File: src/rtl/assert_macros.svh
// Assertion macros used by the key click and hold detector RTL.
`ifndef ASSERT_MACROS_SVH
`define ASSERT_MACROS_SVH
`ifndef ASSERT_OFF
// Check that b holds in the same cycle whenever a holds.
`define ASSERT_IMPLIES(label, clk, rst_n, a, b) \
  label: assert property (@(posedge clk) disable iff (!(rst_n)) (a) |-> (b)) \
    else $error("assertion failed: same-cycle implication");
// Check that b holds in the cycle after a holds.
`define ASSERT_NEXT(label, clk, rst_n, a, b) \
  label: assert property (@(posedge clk) disable iff (!(rst_n)) (a) |=> (b)) \
    else $error("assertion failed: next-cycle implication");
`else
`define ASSERT_IMPLIES(label, clk, rst_n, a, b)
`define ASSERT_NEXT(label, clk, rst_n, a, b)
`endif
`endif

File: src/rtl/kchd_pkg.sv
// Shared types and constants of the key click and hold detector.
package kchd_pkg;

  localparam int unsigned NumKeys  = 8;
  localparam int unsigned KeyW     = 3;
  localparam int unsigned KeyIdxW  = (NumKeys > 1) ? $clog2(NumKeys) : 1;
  localparam int unsigned TimeW    = 32;
  localparam int unsigned CfgW     = 16;
  localparam int unsigned CntW     = 4;
  localparam int unsigned CfgIdxW  = 3;
  localparam int unsigned InDataW  = 40;
  localparam int unsigned OutDataW = 16;

  localparam logic [CntW-1:0] ClickMax = 4'd15;

  typedef enum logic [CfgIdxW-1:0] {
    REG_DEBOUNCE    = 3'd0,
    REG_LONG_PRESS  = 3'd1,
    REG_CLICK_GAP   = 3'd2,
    REG_HOLD_START  = 3'd3,
    REG_HOLD_REPEAT = 3'd4
  } reg_idx_e;

  localparam logic [CfgW-1:0] DebounceRst   = 16'd50;
  localparam logic [CfgW-1:0] LongPressRst  = 16'd1000;
  localparam logic [CfgW-1:0] ClickGapRst   = 16'd300;
  localparam logic [CfgW-1:0] HoldStartRst  = 16'd500;
  localparam logic [CfgW-1:0] HoldRepeatRst = 16'd100;

  typedef struct packed {
    logic [CfgW-1:0] debounce_ms;
    logic [CfgW-1:0] long_press_ms;
    logic [CfgW-1:0] click_gap_ms;
    logic [CfgW-1:0] hold_start_ms;
    logic [CfgW-1:0] hold_repeat_ms;
  } cfg_t;

  typedef struct packed {
    logic [KeyW-1:0]  key_index;
    logic             raw_pressed;
    logic [TimeW-1:0] now_ms;
  } sample_t;

  typedef struct packed {
    logic             raw_prev;
    logic             stable_level;
    logic [TimeW-1:0] change_time;
    logic [TimeW-1:0] press_time;
    logic [TimeW-1:0] release_time;
    logic [TimeW-1:0] repeat_time;
    logic [CntW-1:0]  click_counter;
    logic             long_reported;
  } key_state_t;

  typedef struct packed {
    logic [KeyW-1:0] key_id;
    logic            pressed;
    logic            press_event;
    logic            release_event;
    logic            long_press_event;
    logic            hold_repeat_event;
    logic            single_click_event;
    logic            multi_click_event;
    logic [CntW-1:0] click_total;
  } result_t;

endpackage

File: src/rtl/kchd_cfg_regs.sv
// Timing configuration registers of the key click and hold detector.
module kchd_cfg_regs (
  input  logic                          clk_i,
  input  logic                          rst_ni,
  input  logic                          cfg_we_i,
  input  logic [kchd_pkg::CfgIdxW-1:0]  cfg_idx_i,
  input  logic [kchd_pkg::CfgW-1:0]     cfg_data_i,
  output kchd_pkg::cfg_t                cfg_o
);
  import kchd_pkg::*;

  cfg_t cfg_q, cfg_d;

  always_comb begin
    cfg_d = cfg_q;
    if (cfg_we_i) begin
      unique case (cfg_idx_i)
        REG_DEBOUNCE:    cfg_d.debounce_ms    = cfg_data_i;
        REG_LONG_PRESS:  cfg_d.long_press_ms  = cfg_data_i;
        REG_CLICK_GAP:   cfg_d.click_gap_ms   = cfg_data_i;
        REG_HOLD_START:  cfg_d.hold_start_ms  = cfg_data_i;
        REG_HOLD_REPEAT: cfg_d.hold_repeat_ms = cfg_data_i;
        default:         cfg_d = cfg_q;  // drop writes to unused indexes
      endcase
    end
  end

  always_ff @(posedge clk_i or negedge rst_ni) begin
    if (!rst_ni) begin
      cfg_q.debounce_ms    <= DebounceRst;
      cfg_q.long_press_ms  <= LongPressRst;
      cfg_q.click_gap_ms   <= ClickGapRst;
      cfg_q.hold_start_ms  <= HoldStartRst;
      cfg_q.hold_repeat_ms <= HoldRepeatRst;
    end else begin
      cfg_q <= cfg_d;
    end
  end

  assign cfg_o = cfg_q;

endmodule

File: src/rtl/kchd_key_state.sv
// Per-key state registers with one read and one write port.
module kchd_key_state (
  input  logic                          clk_i,
  input  logic                          rst_ni,
  input  logic [kchd_pkg::KeyIdxW-1:0]  rd_idx_i,
  output kchd_pkg::key_state_t          rd_state_o,
  input  logic                          wr_en_i,
  input  logic [kchd_pkg::KeyIdxW-1:0]  wr_idx_i,
  input  kchd_pkg::key_state_t          wr_state_i
);
  import kchd_pkg::*;

  key_state_t state_q [NumKeys];

  always_ff @(posedge clk_i or negedge rst_ni) begin
    if (!rst_ni) begin
      for (int k = 0; k < NumKeys; k++) begin
        state_q[k] <= '0;
      end
    end else if (wr_en_i) begin
      state_q[wr_idx_i] <= wr_state_i;
    end
  end

  assign rd_state_o = state_q[rd_idx_i];

endmodule

File: src/rtl/kchd_eval.sv
// Single-pass evaluation of one key sample: debounce, long press, repeat, clicks.
module kchd_eval (
  input  kchd_pkg::sample_t     sample_i,
  input  kchd_pkg::cfg_t        cfg_i,
  input  kchd_pkg::key_state_t  state_i,
  output logic                  key_ok_o,
  output kchd_pkg::key_state_t  state_o,
  output kchd_pkg::result_t     result_o
);
  import kchd_pkg::*;

  logic [TimeW-1:0] now;
  logic             raw;
  logic             raw_chg;
  logic [TimeW-1:0] el_chg, el_press, el_rel, el_rep;
  logic             deb, press, release_w, hold_act;
  logic             lp, hr, gap_done;

  assign now      = sample_i.now_ms;
  assign raw      = sample_i.raw_pressed;
  assign key_ok_o = ({1'b0, sample_i.key_index} < (KeyW + 1)'(NumKeys));

  // All elapsed times come from the old state; a field written this step
  // would read as zero elapsed, which no strict compare can pass.
  assign raw_chg  = (raw != state_i.raw_prev);
  assign el_chg   = now - state_i.change_time;
  assign el_press = now - state_i.press_time;
  assign el_rel   = now - state_i.release_time;
  assign el_rep   = now - state_i.repeat_time;

  assign deb       = !raw_chg && (el_chg > {16'd0, cfg_i.debounce_ms})
                     && (raw != state_i.stable_level);
  assign press     = deb && raw;
  assign release_w = deb && !raw;
  assign hold_act  = state_i.stable_level && !deb;

  assign lp = hold_act && (el_press > {16'd0, cfg_i.long_press_ms})
              && !state_i.long_reported;
  assign hr = hold_act && (el_press > {16'd0, cfg_i.hold_start_ms})
              && (el_rep > {16'd0, cfg_i.hold_repeat_ms});
  assign gap_done = !release_w && (state_i.click_counter != '0)
                    && (el_rel > {16'd0, cfg_i.click_gap_ms});

  always_comb begin
    state_o          = state_i;
    state_o.raw_prev = raw;
    if (raw_chg) begin
      state_o.change_time = now;
    end
    if (deb) begin
      state_o.stable_level = raw;
    end
    if (press) begin
      state_o.press_time  = now;
      state_o.repeat_time = '0;
    end
    if (release_w) begin
      state_o.release_time  = now;
      state_o.long_reported = 1'b0;
      if ((el_press < {16'd0, cfg_i.long_press_ms}) &&
          (state_i.click_counter < ClickMax)) begin
        state_o.click_counter = state_i.click_counter + 1'b1;
      end
    end
    if (lp) begin
      state_o.long_reported = 1'b1;
    end
    if (hr) begin
      state_o.repeat_time = now;
    end
    if (gap_done) begin
      state_o.click_counter = '0;
    end
  end

  always_comb begin
    result_o        = '0;
    result_o.key_id = sample_i.key_index;
    if (key_ok_o) begin
      result_o.pressed            = deb ? raw : state_i.stable_level;
      result_o.press_event        = press;
      result_o.release_event      = release_w;
      result_o.long_press_event   = lp;
      result_o.hold_repeat_event  = hr;
      result_o.single_click_event = gap_done && (state_i.click_counter == 4'd1);
      result_o.multi_click_event  = gap_done && (state_i.click_counter != 4'd1);
      result_o.click_total        = gap_done ? state_i.click_counter : '0;
    end
  end

endmodule

File: src/rtl/key_click_hold_detector_unit.sv
// Top level of the key click and hold detector.
// Usage:
//   Input stream: one word per key sample (key index, raw level, time in ms).
//   Output stream: exactly one word per sample with the debounced level and
//   press, release, long-press, hold-repeat and click events of that key.
//   Unused indexes are ignored. The user must write the timing registers through
//   cfg_we_i/cfg_idx_i/cfg_data_i only while no sample is in flight (not enforced).
// Stages: two register stages, the input register, then the result register.
// Throughput: one word per cycle while m_axis_tready is high. Per-key state is
//   read, updated and written back in the same cycle the result register loads, so
//   consecutive samples of the same key need no forwarding.
// Reset: all key state clears to zero, timing registers return to their
//   defaults, both stages empty.
// Stall: when m_axis_tready is low the result register holds; the input
//   register still takes one more word, and then tready drops until the
//   output drains.
module key_click_hold_detector_unit (
  input  logic                            clk_i,
  input  logic                            rst_ni,
  // s_axis_tdata: key_index[2:0], raw_pressed[3], now_ms[35:4], zero fill
  input  logic                            s_axis_tvalid,
  output logic                            s_axis_tready,
  input  logic [kchd_pkg::InDataW-1:0]    s_axis_tdata,
  // m_axis_tdata: key_id[2:0], pressed[3], press_event[4], release_event[5],
  // long_press_event[6], hold_repeat_event[7], single_click_event[8],
  // multi_click_event[9], click_total[13:10], zero fill
  output logic                            m_axis_tvalid,
  input  logic                            m_axis_tready,
  output logic [kchd_pkg::OutDataW-1:0]   m_axis_tdata,
  input  logic                            cfg_we_i,
  input  logic [kchd_pkg::CfgIdxW-1:0]    cfg_idx_i,
  input  logic [kchd_pkg::CfgW-1:0]       cfg_data_i
);
  import kchd_pkg::*;

  `include "assert_macros.svh"

  logic       in_valid_q;
  sample_t    in_q;
  logic       out_valid_q;
  result_t    out_q;
  logic       advance;
  logic       s_accept;
  cfg_t       cfg;
  key_state_t cur_state, nxt_state;
  result_t    result;
  logic       key_ok;

  // Move the held sample into the result stage when that stage is free or draining.
  assign advance       = in_valid_q && (!out_valid_q || m_axis_tready);
  assign s_axis_tready = !in_valid_q || advance;
  assign s_accept      = s_axis_tvalid && s_axis_tready;

  always_ff @(posedge clk_i or negedge rst_ni) begin
    if (!rst_ni) begin
      in_valid_q <= 1'b0;
    end else if (s_accept) begin
      in_valid_q <= 1'b1;
    end else if (advance) begin
      in_valid_q <= 1'b0;
    end
  end

  always_ff @(posedge clk_i) begin
    if (s_accept) begin
      in_q.key_index   <= s_axis_tdata[2:0];
      in_q.raw_pressed <= s_axis_tdata[3];
      in_q.now_ms      <= s_axis_tdata[35:4];
    end
  end

  kchd_cfg_regs u_cfg (
    .clk_i      (clk_i),
    .rst_ni     (rst_ni),
    .cfg_we_i   (cfg_we_i),
    .cfg_idx_i  (cfg_idx_i),
    .cfg_data_i (cfg_data_i),
    .cfg_o      (cfg)
  );

  kchd_key_state u_state (
    .clk_i      (clk_i),
    .rst_ni     (rst_ni),
    .rd_idx_i   (in_q.key_index[KeyIdxW-1:0]),
    .rd_state_o (cur_state),
    .wr_en_i    (advance && key_ok),
    .wr_idx_i   (in_q.key_index[KeyIdxW-1:0]),
    .wr_state_i (nxt_state)
  );

  kchd_eval u_eval (
    .sample_i (in_q),
    .cfg_i    (cfg),
    .state_i  (cur_state),
    .key_ok_o (key_ok),
    .state_o  (nxt_state),
    .result_o (result)
  );

  // Hold the result until the receiver takes it.
  always_ff @(posedge clk_i or negedge rst_ni) begin
    if (!rst_ni) begin
      out_valid_q <= 1'b0;
    end else if (advance) begin
      out_valid_q <= 1'b1;
    end else if (m_axis_tready) begin
      out_valid_q <= 1'b0;
    end
  end

  always_ff @(posedge clk_i) begin
    if (advance) begin
      out_q <= result;
    end
  end

  assign m_axis_tvalid = out_valid_q;
  assign m_axis_tdata  = {2'b00, out_q.click_total, out_q.multi_click_event,
                          out_q.single_click_event, out_q.hold_repeat_event,
                          out_q.long_press_event, out_q.release_event,
                          out_q.press_event, out_q.pressed, out_q.key_id};

  `ASSERT_IMPLIES(a_click_kind_excl, clk_i, rst_ni, out_valid_q,
                  !(out_q.single_click_event && out_q.multi_click_event))
  `ASSERT_IMPLIES(a_click_total_tag, clk_i, rst_ni, out_valid_q,
                  ((out_q.click_total != '0) ==
                   (out_q.single_click_event || out_q.multi_click_event)))
  `ASSERT_IMPLIES(a_edge_level, clk_i, rst_ni, out_valid_q,
                  (!out_q.press_event || out_q.pressed) &&
                  (!out_q.release_event || !out_q.pressed))
  `ASSERT_NEXT(a_advance_fills, clk_i, rst_ni, advance, out_valid_q)

endmodule
File: config.mk
export PLATFORM = sky130hd
export DESIGN_NAME = key_click_hold_detector_unit
export DESIGN_NICKNAME = d
export VERILOG_FILES = /design/src/rtl/kchd_pkg.sv /design/src/rtl/kchd_cfg_regs.sv /design/src/rtl/kchd_key_state.sv /design/src/rtl/kchd_eval.sv /design/src/rtl/key_click_hold_detector_unit.sv
export VERILOG_INCLUDE_DIRS = /design/src /design/src/rtl
export SDC_FILE = /design/constraint.sdc
export NUM_CORES = 2
export LEC_CHECK = 0
export BUFFER_PORTS_ARGS = -buffer_cell sky130_fd_sc_hd__buf_2
export CORE_ASPECT_RATIO = 0.5
export CORE_MARGIN = 2
export CORE_UTILIZATION = 25
export CTS_CLUSTER_SIZE = 25
export DETAILED_ROUTE_END_ITERATION = 8
export GPL_ROUTABILITY_DRIVEN = 0
export PLACE_DENSITY_LB_ADDON = 0.1
export SYNTH_ARGS = -nofsm -noshare
export SYNTH_HDL_FRONTEND = slang
export SYNTH_SLANG_ARGS = --single-unit
File: constraint.sdc
create_clock -name clk_i -period 12.75 [get_ports clk_i]
set_input_delay 2.55 -clock clk_i [delete_from_list [all_inputs] [get_ports clk_i]]
set_output_delay 2.55 -clock clk_i [all_outputs]
set_load 0.005 [all_outputs]
[Word-level counts from Yosys, hierarchy flattened]
Index checks and enable logic that the tools add are counted.
Widths: inputs -> output; s select.
Storage, ports and cells
  bits in registers: 1212
  input port bits: 64
Cells by class
  add/sub/neg operators: 5
  magnitude comparators: 9
  equal/unequal tests: 8
  muxes and demuxes: 20
  bitwise gates (word level): 1
  reductions and logical operators: 35
Operators with widths (count)
  $bwmux 1080: 1
  $bmux 135 s3: 1
  $demux 135 s3: 1
  $mux 135: 3
  $gt 32x16->1: 5
  $mux 32: 5
  $sub 32x32->32: 4
  $lt 32x16->1: 1
  $logic_and 1x1->1: 17
  $reduce_and 2->1: 5
  $mux 4: 2
  $logic_not 1->1: 7
  $eq 3x2->1 const B: 2
  $mux 1: 6
  $mux 5: 1
  $add 4x1->4 const B: 1
  $eq 4x1->1 const B: 1
  $ge 4x4->1 const B: 1
  $lt 4x1->1 const B: 1
  $lt 4x4->1 const B: 1
  $ne 4x1->1 const B: 1
  $not 3->4: 1
  $reduce_bool 2->1: 2
  $reduce_bool 4->1: 1
  5 further kinds: 7

[Depth between registers and ports, before layout]
  word-level depth: 14
  gate-level depth with buffers: 34
  gate-level depth less buffers: 27

[By module]
A second synthesis with hierarchy kept.
Second synthesis, totals
  cells, all modules: 4836
  area total of the unflattened synthesis: 64391.8 sq um
Modules (own cells, without submodules)
  kchd_key_state: instances 1, cells an instance 2767, area an instance 47983.5 sq um, sequential area each 27025.9 sq um
  kchd_eval: instances 1, cells an instance 1834, area an instance 11700.0 sq um, sequential area each 0.0 sq um
  kchd_cfg_regs: instances 1, cells an instance 173, area an instance 3078.0 sq um, sequential area each 2029.4 sq um
  key_click_hold_detector_unit: instances 1, cells an instance 62, area an instance 1630.3 sq um, sequential area each 1551.5 sq um

[Worst setup path before layout]
OpenSTA, ideal clock, no wires.
  path type: flip-flop to flip-flop
  start: register in_q[35] (netlist name)
  end: register u_state.state_q[289] (netlist name)
  arrival time: 7724 ps
  data required time: 12624 ps
  path slack: 4900 ps
  cell stages (with the launch flop): 31
  buffers on the path: 8
  period minus slack after synthesis: 7850 ps
  path through: edfxtp_1 > clkbuf_1 > nor3b_1 > clkbuf_1 > clkbuf_1 > clkbuf_1 > clkbuf_1 > a22oi_1 > and4_1 > ha_1 > clkbuf_1 > nand4_1 > nor3_1 > o21ai_1 > nand2_1 > a31oi_1 > xnor2_1 > ha_1 > nand4_1 > nor2_1 > a221o_1 > o31a_1 > a311o_1 > or4_1 > or4_4 > o21ai_4 > nor2b_1 > buf_4 > a21oi_1 > buf_2 > a221o_1
On the way
  word-level cells in the longest chain between the ends: 14
Ends and longest elaborated chain
  from (decl): RTL line key_click_hold_detector_unit.sv:39  | sample_t in_q;
  $not 3->4 (implied by the code) (*): RTL line kchd_key_state.sv:21, kchd_key_state.sv:25
  $bmux 135 s3: RTL line kchd_key_state.sv:25  | assign rd_state_o = state_q[rd_idx_i];
  $mux 135 (implied by the code) (2 in series): RTL line kchd_key_state.sv:25
  $sub 32x32->32 / $ne 1x1->1 (equally long branches): RTL line kchd_eval.sv:26, kchd_eval.sv:25
  $gt 32x16->1 / $logic_not 1->1 (equally long branches): RTL line kchd_eval.sv:31  | assign deb = !raw_chg && (el_chg > {16'd0, cfg_i.debounce_ms})
  $logic_and 1x1->1: RTL line kchd_eval.sv:31
  $logic_and 1x1->1: RTL line kchd_eval.sv:32  | && (raw != state_i.stable_level);
  $logic_not 1->1: RTL line kchd_eval.sv:35  | assign hold_act = state_i.stable_level && !deb;
  $logic_and 1x1->1: RTL line kchd_eval.sv:35
  $logic_and 1x1->1: RTL line kchd_eval.sv:39  | assign hr = hold_act && (el_press > {16'd0, cfg_i.hold_start_ms})
  $logic_and 1x1->1: RTL line kchd_eval.sv:40  | && (el_rep > {16'd0, cfg_i.hold_repeat_ms});
  $mux 32: RTL line kchd_eval.sv:68  | if (hr) begin
  $bwmux 1080 (*): RTL line kchd_key_state.sv:21  | state_q[wr_idx_i] <= wr_state_i;
  to (signal, indexed assignment): RTL line kchd_key_state.sv:21
  to (decl): RTL line kchd_key_state.sv:13  | key_state_t state_q [NumKeys];
Every way passes the cells marked *; elsewhere a longest branch is shown, timed or not. The select of a mux whose other input is x is not followed.
A chain may end at the register's enable or synchronous reset.

[Worst setup path in the final report]
  start: register in_q[35] (netlist name)
  end: register u_state.state_q[159] (netlist name)
Same word-level chain as after synthesis.

==> results summary <==
The total wirelength of the detailed-routed design is about 280,000 um. The floorplan has between 100 and 150 rows. Buffers added to address setup during post-CTS repair amount to 0. The maximum clock path buffer count came out at 4. The final-stage net count is ~6,700.

The floorplan step set the die width to around 730 um. The number of search-and-repair iterations in the first detailed-routing pass came out at 6. Timing would allow up to 0.0949 GHz. The area inside the core boundary came out at roughly 260,000 sq um. The CTS buffer count came out at between 100 and 150. The tool flagged a number of max-cap violations equal to 0. The clock drives ~1,200 sinks. The slowest library cell on the worst path is sky130_fd_sc_hd__nor4_4. The post-synthesis cell type count is 90. After global routing, the most crowded layer is met2. Across all register-to-register paths, the minimum setup slack is 2.22 ns.

After layout, the worst path uses between 80% and 90% of the clock period. The detailed router placed around 54,000 vias in this run. Setup violations remaining at the end of the flow were counted as 0. For hold timing, the worst endpoint is u_state.state_q[801]. Together, buffers and inverters on the worst path number 3. In the routed layout, each cell is associated on average with a via count of between 5 and 6. The maximum fanout count along the critical path came out at 27. In the layout the commonest cells are sky130_fd_sc_hd__nand2_1 (1,295), sky130_fd_sc_hd__dfrtp_1 (1,140), sky130_fd_sc_hd__mux2_2 (515). The clock insertion delay at the later pin of the skew report came out at just over 0.8 ns. At the pin with the least slew margin, the transition time is about 1.2 ns. For this run, the leading register cell type out of synthesis is sky130_fd_sc_hd__dfrtp_1. The via count of the first global-routing pass is about 55,000. The cell family contributing the most delay on the critical path is simple AND/OR/NAND/NOR gates.

The worst setup path is captured at a register. The cell area after layout came out at 74,800 sq um. The wire length of the first global-routing pass is 408,000 um.

The layout overhead on the synthesized area came out at 13.4%. The final setup TNS came out at 0 ns. The required time reported for the critical path endpoint is around 13 ns. The number of max-slew violations in the final report is 0. The worst setup path is launched from a register. In the routed design, unresolved DRC markers number 0. The clock transition at the registers of the reported paths came out at approximately 0.060 ns. The netlist area before placement came out at around 66,000 sq um. The quantity of hold-fixing buffers added after cts is 0. The peak supply drop came out at between 80 and 90 uV. The post-place instance area is 70,000 sq um. In this run the critical register-to-register path is launched from in_q[35].

The smallest clock period supported by the final layout is computed as around 11 ns. Global routing used about a fifth of the available tracks. For this design the static power due to leakage is 32.3 nW. The per-cell routed wire length is approximately 28 um. The floorplan step defined a die boundary enclosing 268,000 sq um. The count of endpoints failing hold in the final timing report came to 0.

The I/O pin total is about 80. The number of input and output port buffers inserted came out at between 70 and 80. The most common cell after layout, fill and taps aside is sky130_fd_sc_hd__nand2_1. The sum of net half-perimeters after detailed placement came out at roughly 160,000 um. The critical path in this run is classified as register to register. TritonCTS built the clock tree. The die outline height came out at ~370 um.

The number of synthesis warnings is 0. The worst hold path belongs to the class register to register. The remaining global-route overflow came out at 0.

The number of antenna violations at the first check in global routing is 25. The global routing met2 resource utilization came out at between 30% and 40%. Between clock sinks in the finished design, the worst skew comes to 0.0732 ns.

The number of enable-type register cells in the synthesized netlist came out at 50. The total number of H-tree levels is 4. Cells with a size suffix above 1 make up between 10% and 20% of the layout. The largest stage delay on the critical path is between 1 and 1.5 ns. The starting utilization of the core area is between 20% and 30%.

The critical path data arrival time is around 11 ns. The async set-reset flop share out of synthesis is a little over nine tenths. After the first detailed-routing iteration, the DRC count stood at 5,302. Setup repair after global routing left no endpoint under its margin. The flow ran to the end, and the final reports show no timing, DRC or antenna violations. The per-instance average area after synthesis came out at around 10 sq um. Among the stages of the critical path, the cell type that occurs most often is sky130_fd_sc_hd__buf_4. Summing the sequential cell areas from Yosys gives a little under half of the chip area. For this design the ratio of total power to cell area is 199 nW/um^2.

The global routing met1 resource utilization is between 20% and 30%. The post-synthesis instance total is between 6,000 and 7,000. The cell depth of the worst min-delay path is 2. The count of cells resized by post-cts repair is 0. The worst hold slack after final layout is ~0.47 ns.

The depth of the worst register-to-register path is 26. Once detail routing completed, the nets flagged for antenna violations numbered 0. The largest net degree at the start of global routing is between 150 and 200.

The flip-flop and latch count after synthesis came out at 1,212. The startpoint identified for the worst hold timing path is u_state.state_q[801]. The root buffer cell chosen for the clock tree is sky130_fd_sc_hd__clkbuf_16. The endpoint identified for the worst register-to-register timing path is u_state.state_q[159]. The worst slew slack as a fraction of its limit is 16.8%. The routing usage on met3 came out at approximately 2.6%.
==> through the flow <==
stage	utilization, %	setup WS, ns	cells	power [mW]
6_report	28.5	2.22	10000	14.8
5_1_grt	28.5	1.73	10000	15.8
4_1_cts	28.5	2.16	10000	15.0
3_5_place_dp	26.7	2.24	9765	10.6
3_3_place_gp	26.7	2.34	9765	10.6
2_1_floorplan	-	4.90	6593	8.94
==> worst max path at each step <==
stage	start	to	slack, ns	cells after the start
floorplan	in_q[35]	u_state.state_q[289]	4.90	30
global placement	in_q[35]	u_state.state_q[152]	2.34	26
detailed placement	in_q[35]	u_state.state_q[159]	2.24	26
CTS	in_q[35]	u_state.state_q[159]	2.16	26
global route	in_q[35]	u_state.state_q[163]	1.73	26
finish	in_q[35]	u_state.state_q[159]	2.22	26
==> worst min-delay path: stages, from the launching register on <==
cell,delay (ns)
sky130_fd_sc_hd__dfrtp_1,0.34
sky130_fd_sc_hd__nand2_1,0.05
sky130_fd_sc_hd__nand2_1,0.05
==> power by group <==
part           internal (mW)  switching, mW  total (mW)
logic                   1.93           3.05        4.97
clock network           2.51           1.80        4.31
registers               4.99          0.572        5.56
total                   9.43           5.42        14.8
==> synth_stat cells, types with 51 or more instances <==
library cell	count	area share (%)
sky130_fd_sc_hd__ha_1	209	4.0
sky130_fd_sc_hd__a22oi_1	389	4.4
sky130_fd_sc_hd__a221oi_1	58	0.77
sky130_fd_sc_hd__clkbuf_1	450	2.6
sky130_fd_sc_hd__dfrtp_1	1140	43
sky130_fd_sc_hd__nor2_1	248	1.4
sky130_fd_sc_hd__xnor2_1	51	0.68
sky130_fd_sc_hd__nand2_1	1303	7.4
sky130_fd_sc_hd__a221o_1	265	4.0
sky130_fd_sc_hd__mux2_2	515	8.8
sky130_fd_sc_hd__mux2i_1	66	1.0
sky130_fd_sc_hd__o21ai_0	207	1.6
sky130_fd_sc_hd__nand4_1	53	0.50
sky130_fd_sc_hd__and4_1	81	1.1
sky130_fd_sc_hd__and3_1	52	0.49
sky130_fd_sc_hd__inv_1	152	0.87
sky130_fd_sc_hd__buf_1	52	0.30
sky130_fd_sc_hd__a21oi_1	249	1.9
sky130_fd_sc_hd__o41ai_1	259	3.4
==> cell type report <==
class                   instances  area, sq um
fillers                     27500       188000
well taps                    3510         4390
clock inverters                31          348
inverters                     152          571
diodes                          3         7.51
clock buffers                 222         4390
multi-input cells            4657        32600
flip-flops and latches       1212        30600
repair buffers                234         1810
==> flip-flops by register name (all words and copies together) (netlist names) <==
name,cells
m_axis_tdata,14
m_axis_tvalid,1
u_cfg.cfg_o,80
in_valid_q,1
in_q,36
u_state.state_q,1080
==> per-layer routing <==
metal,wire (um),vias up
li1,-,24100
met1,135000,28100
met2,127000,1575
met3,13900,352
met4,6700,0
met5,0,-
==> cell families after synthesis <==
family                     count (synthesis)  synth area share (%)
buffers and inverters                    724                  4.46
muxes                                    589                  10.1
xor gates and xnor gates                  80                  1.06
AOI/OAI and AO/OA                       1787                  20.5
and+or+nand+nor                         1986                  13.4
adders and majority gates                213                  4.09
DFF                                     1212                  46.4
other                                      1               0.00569
Power figures use the tool's default switching activity.
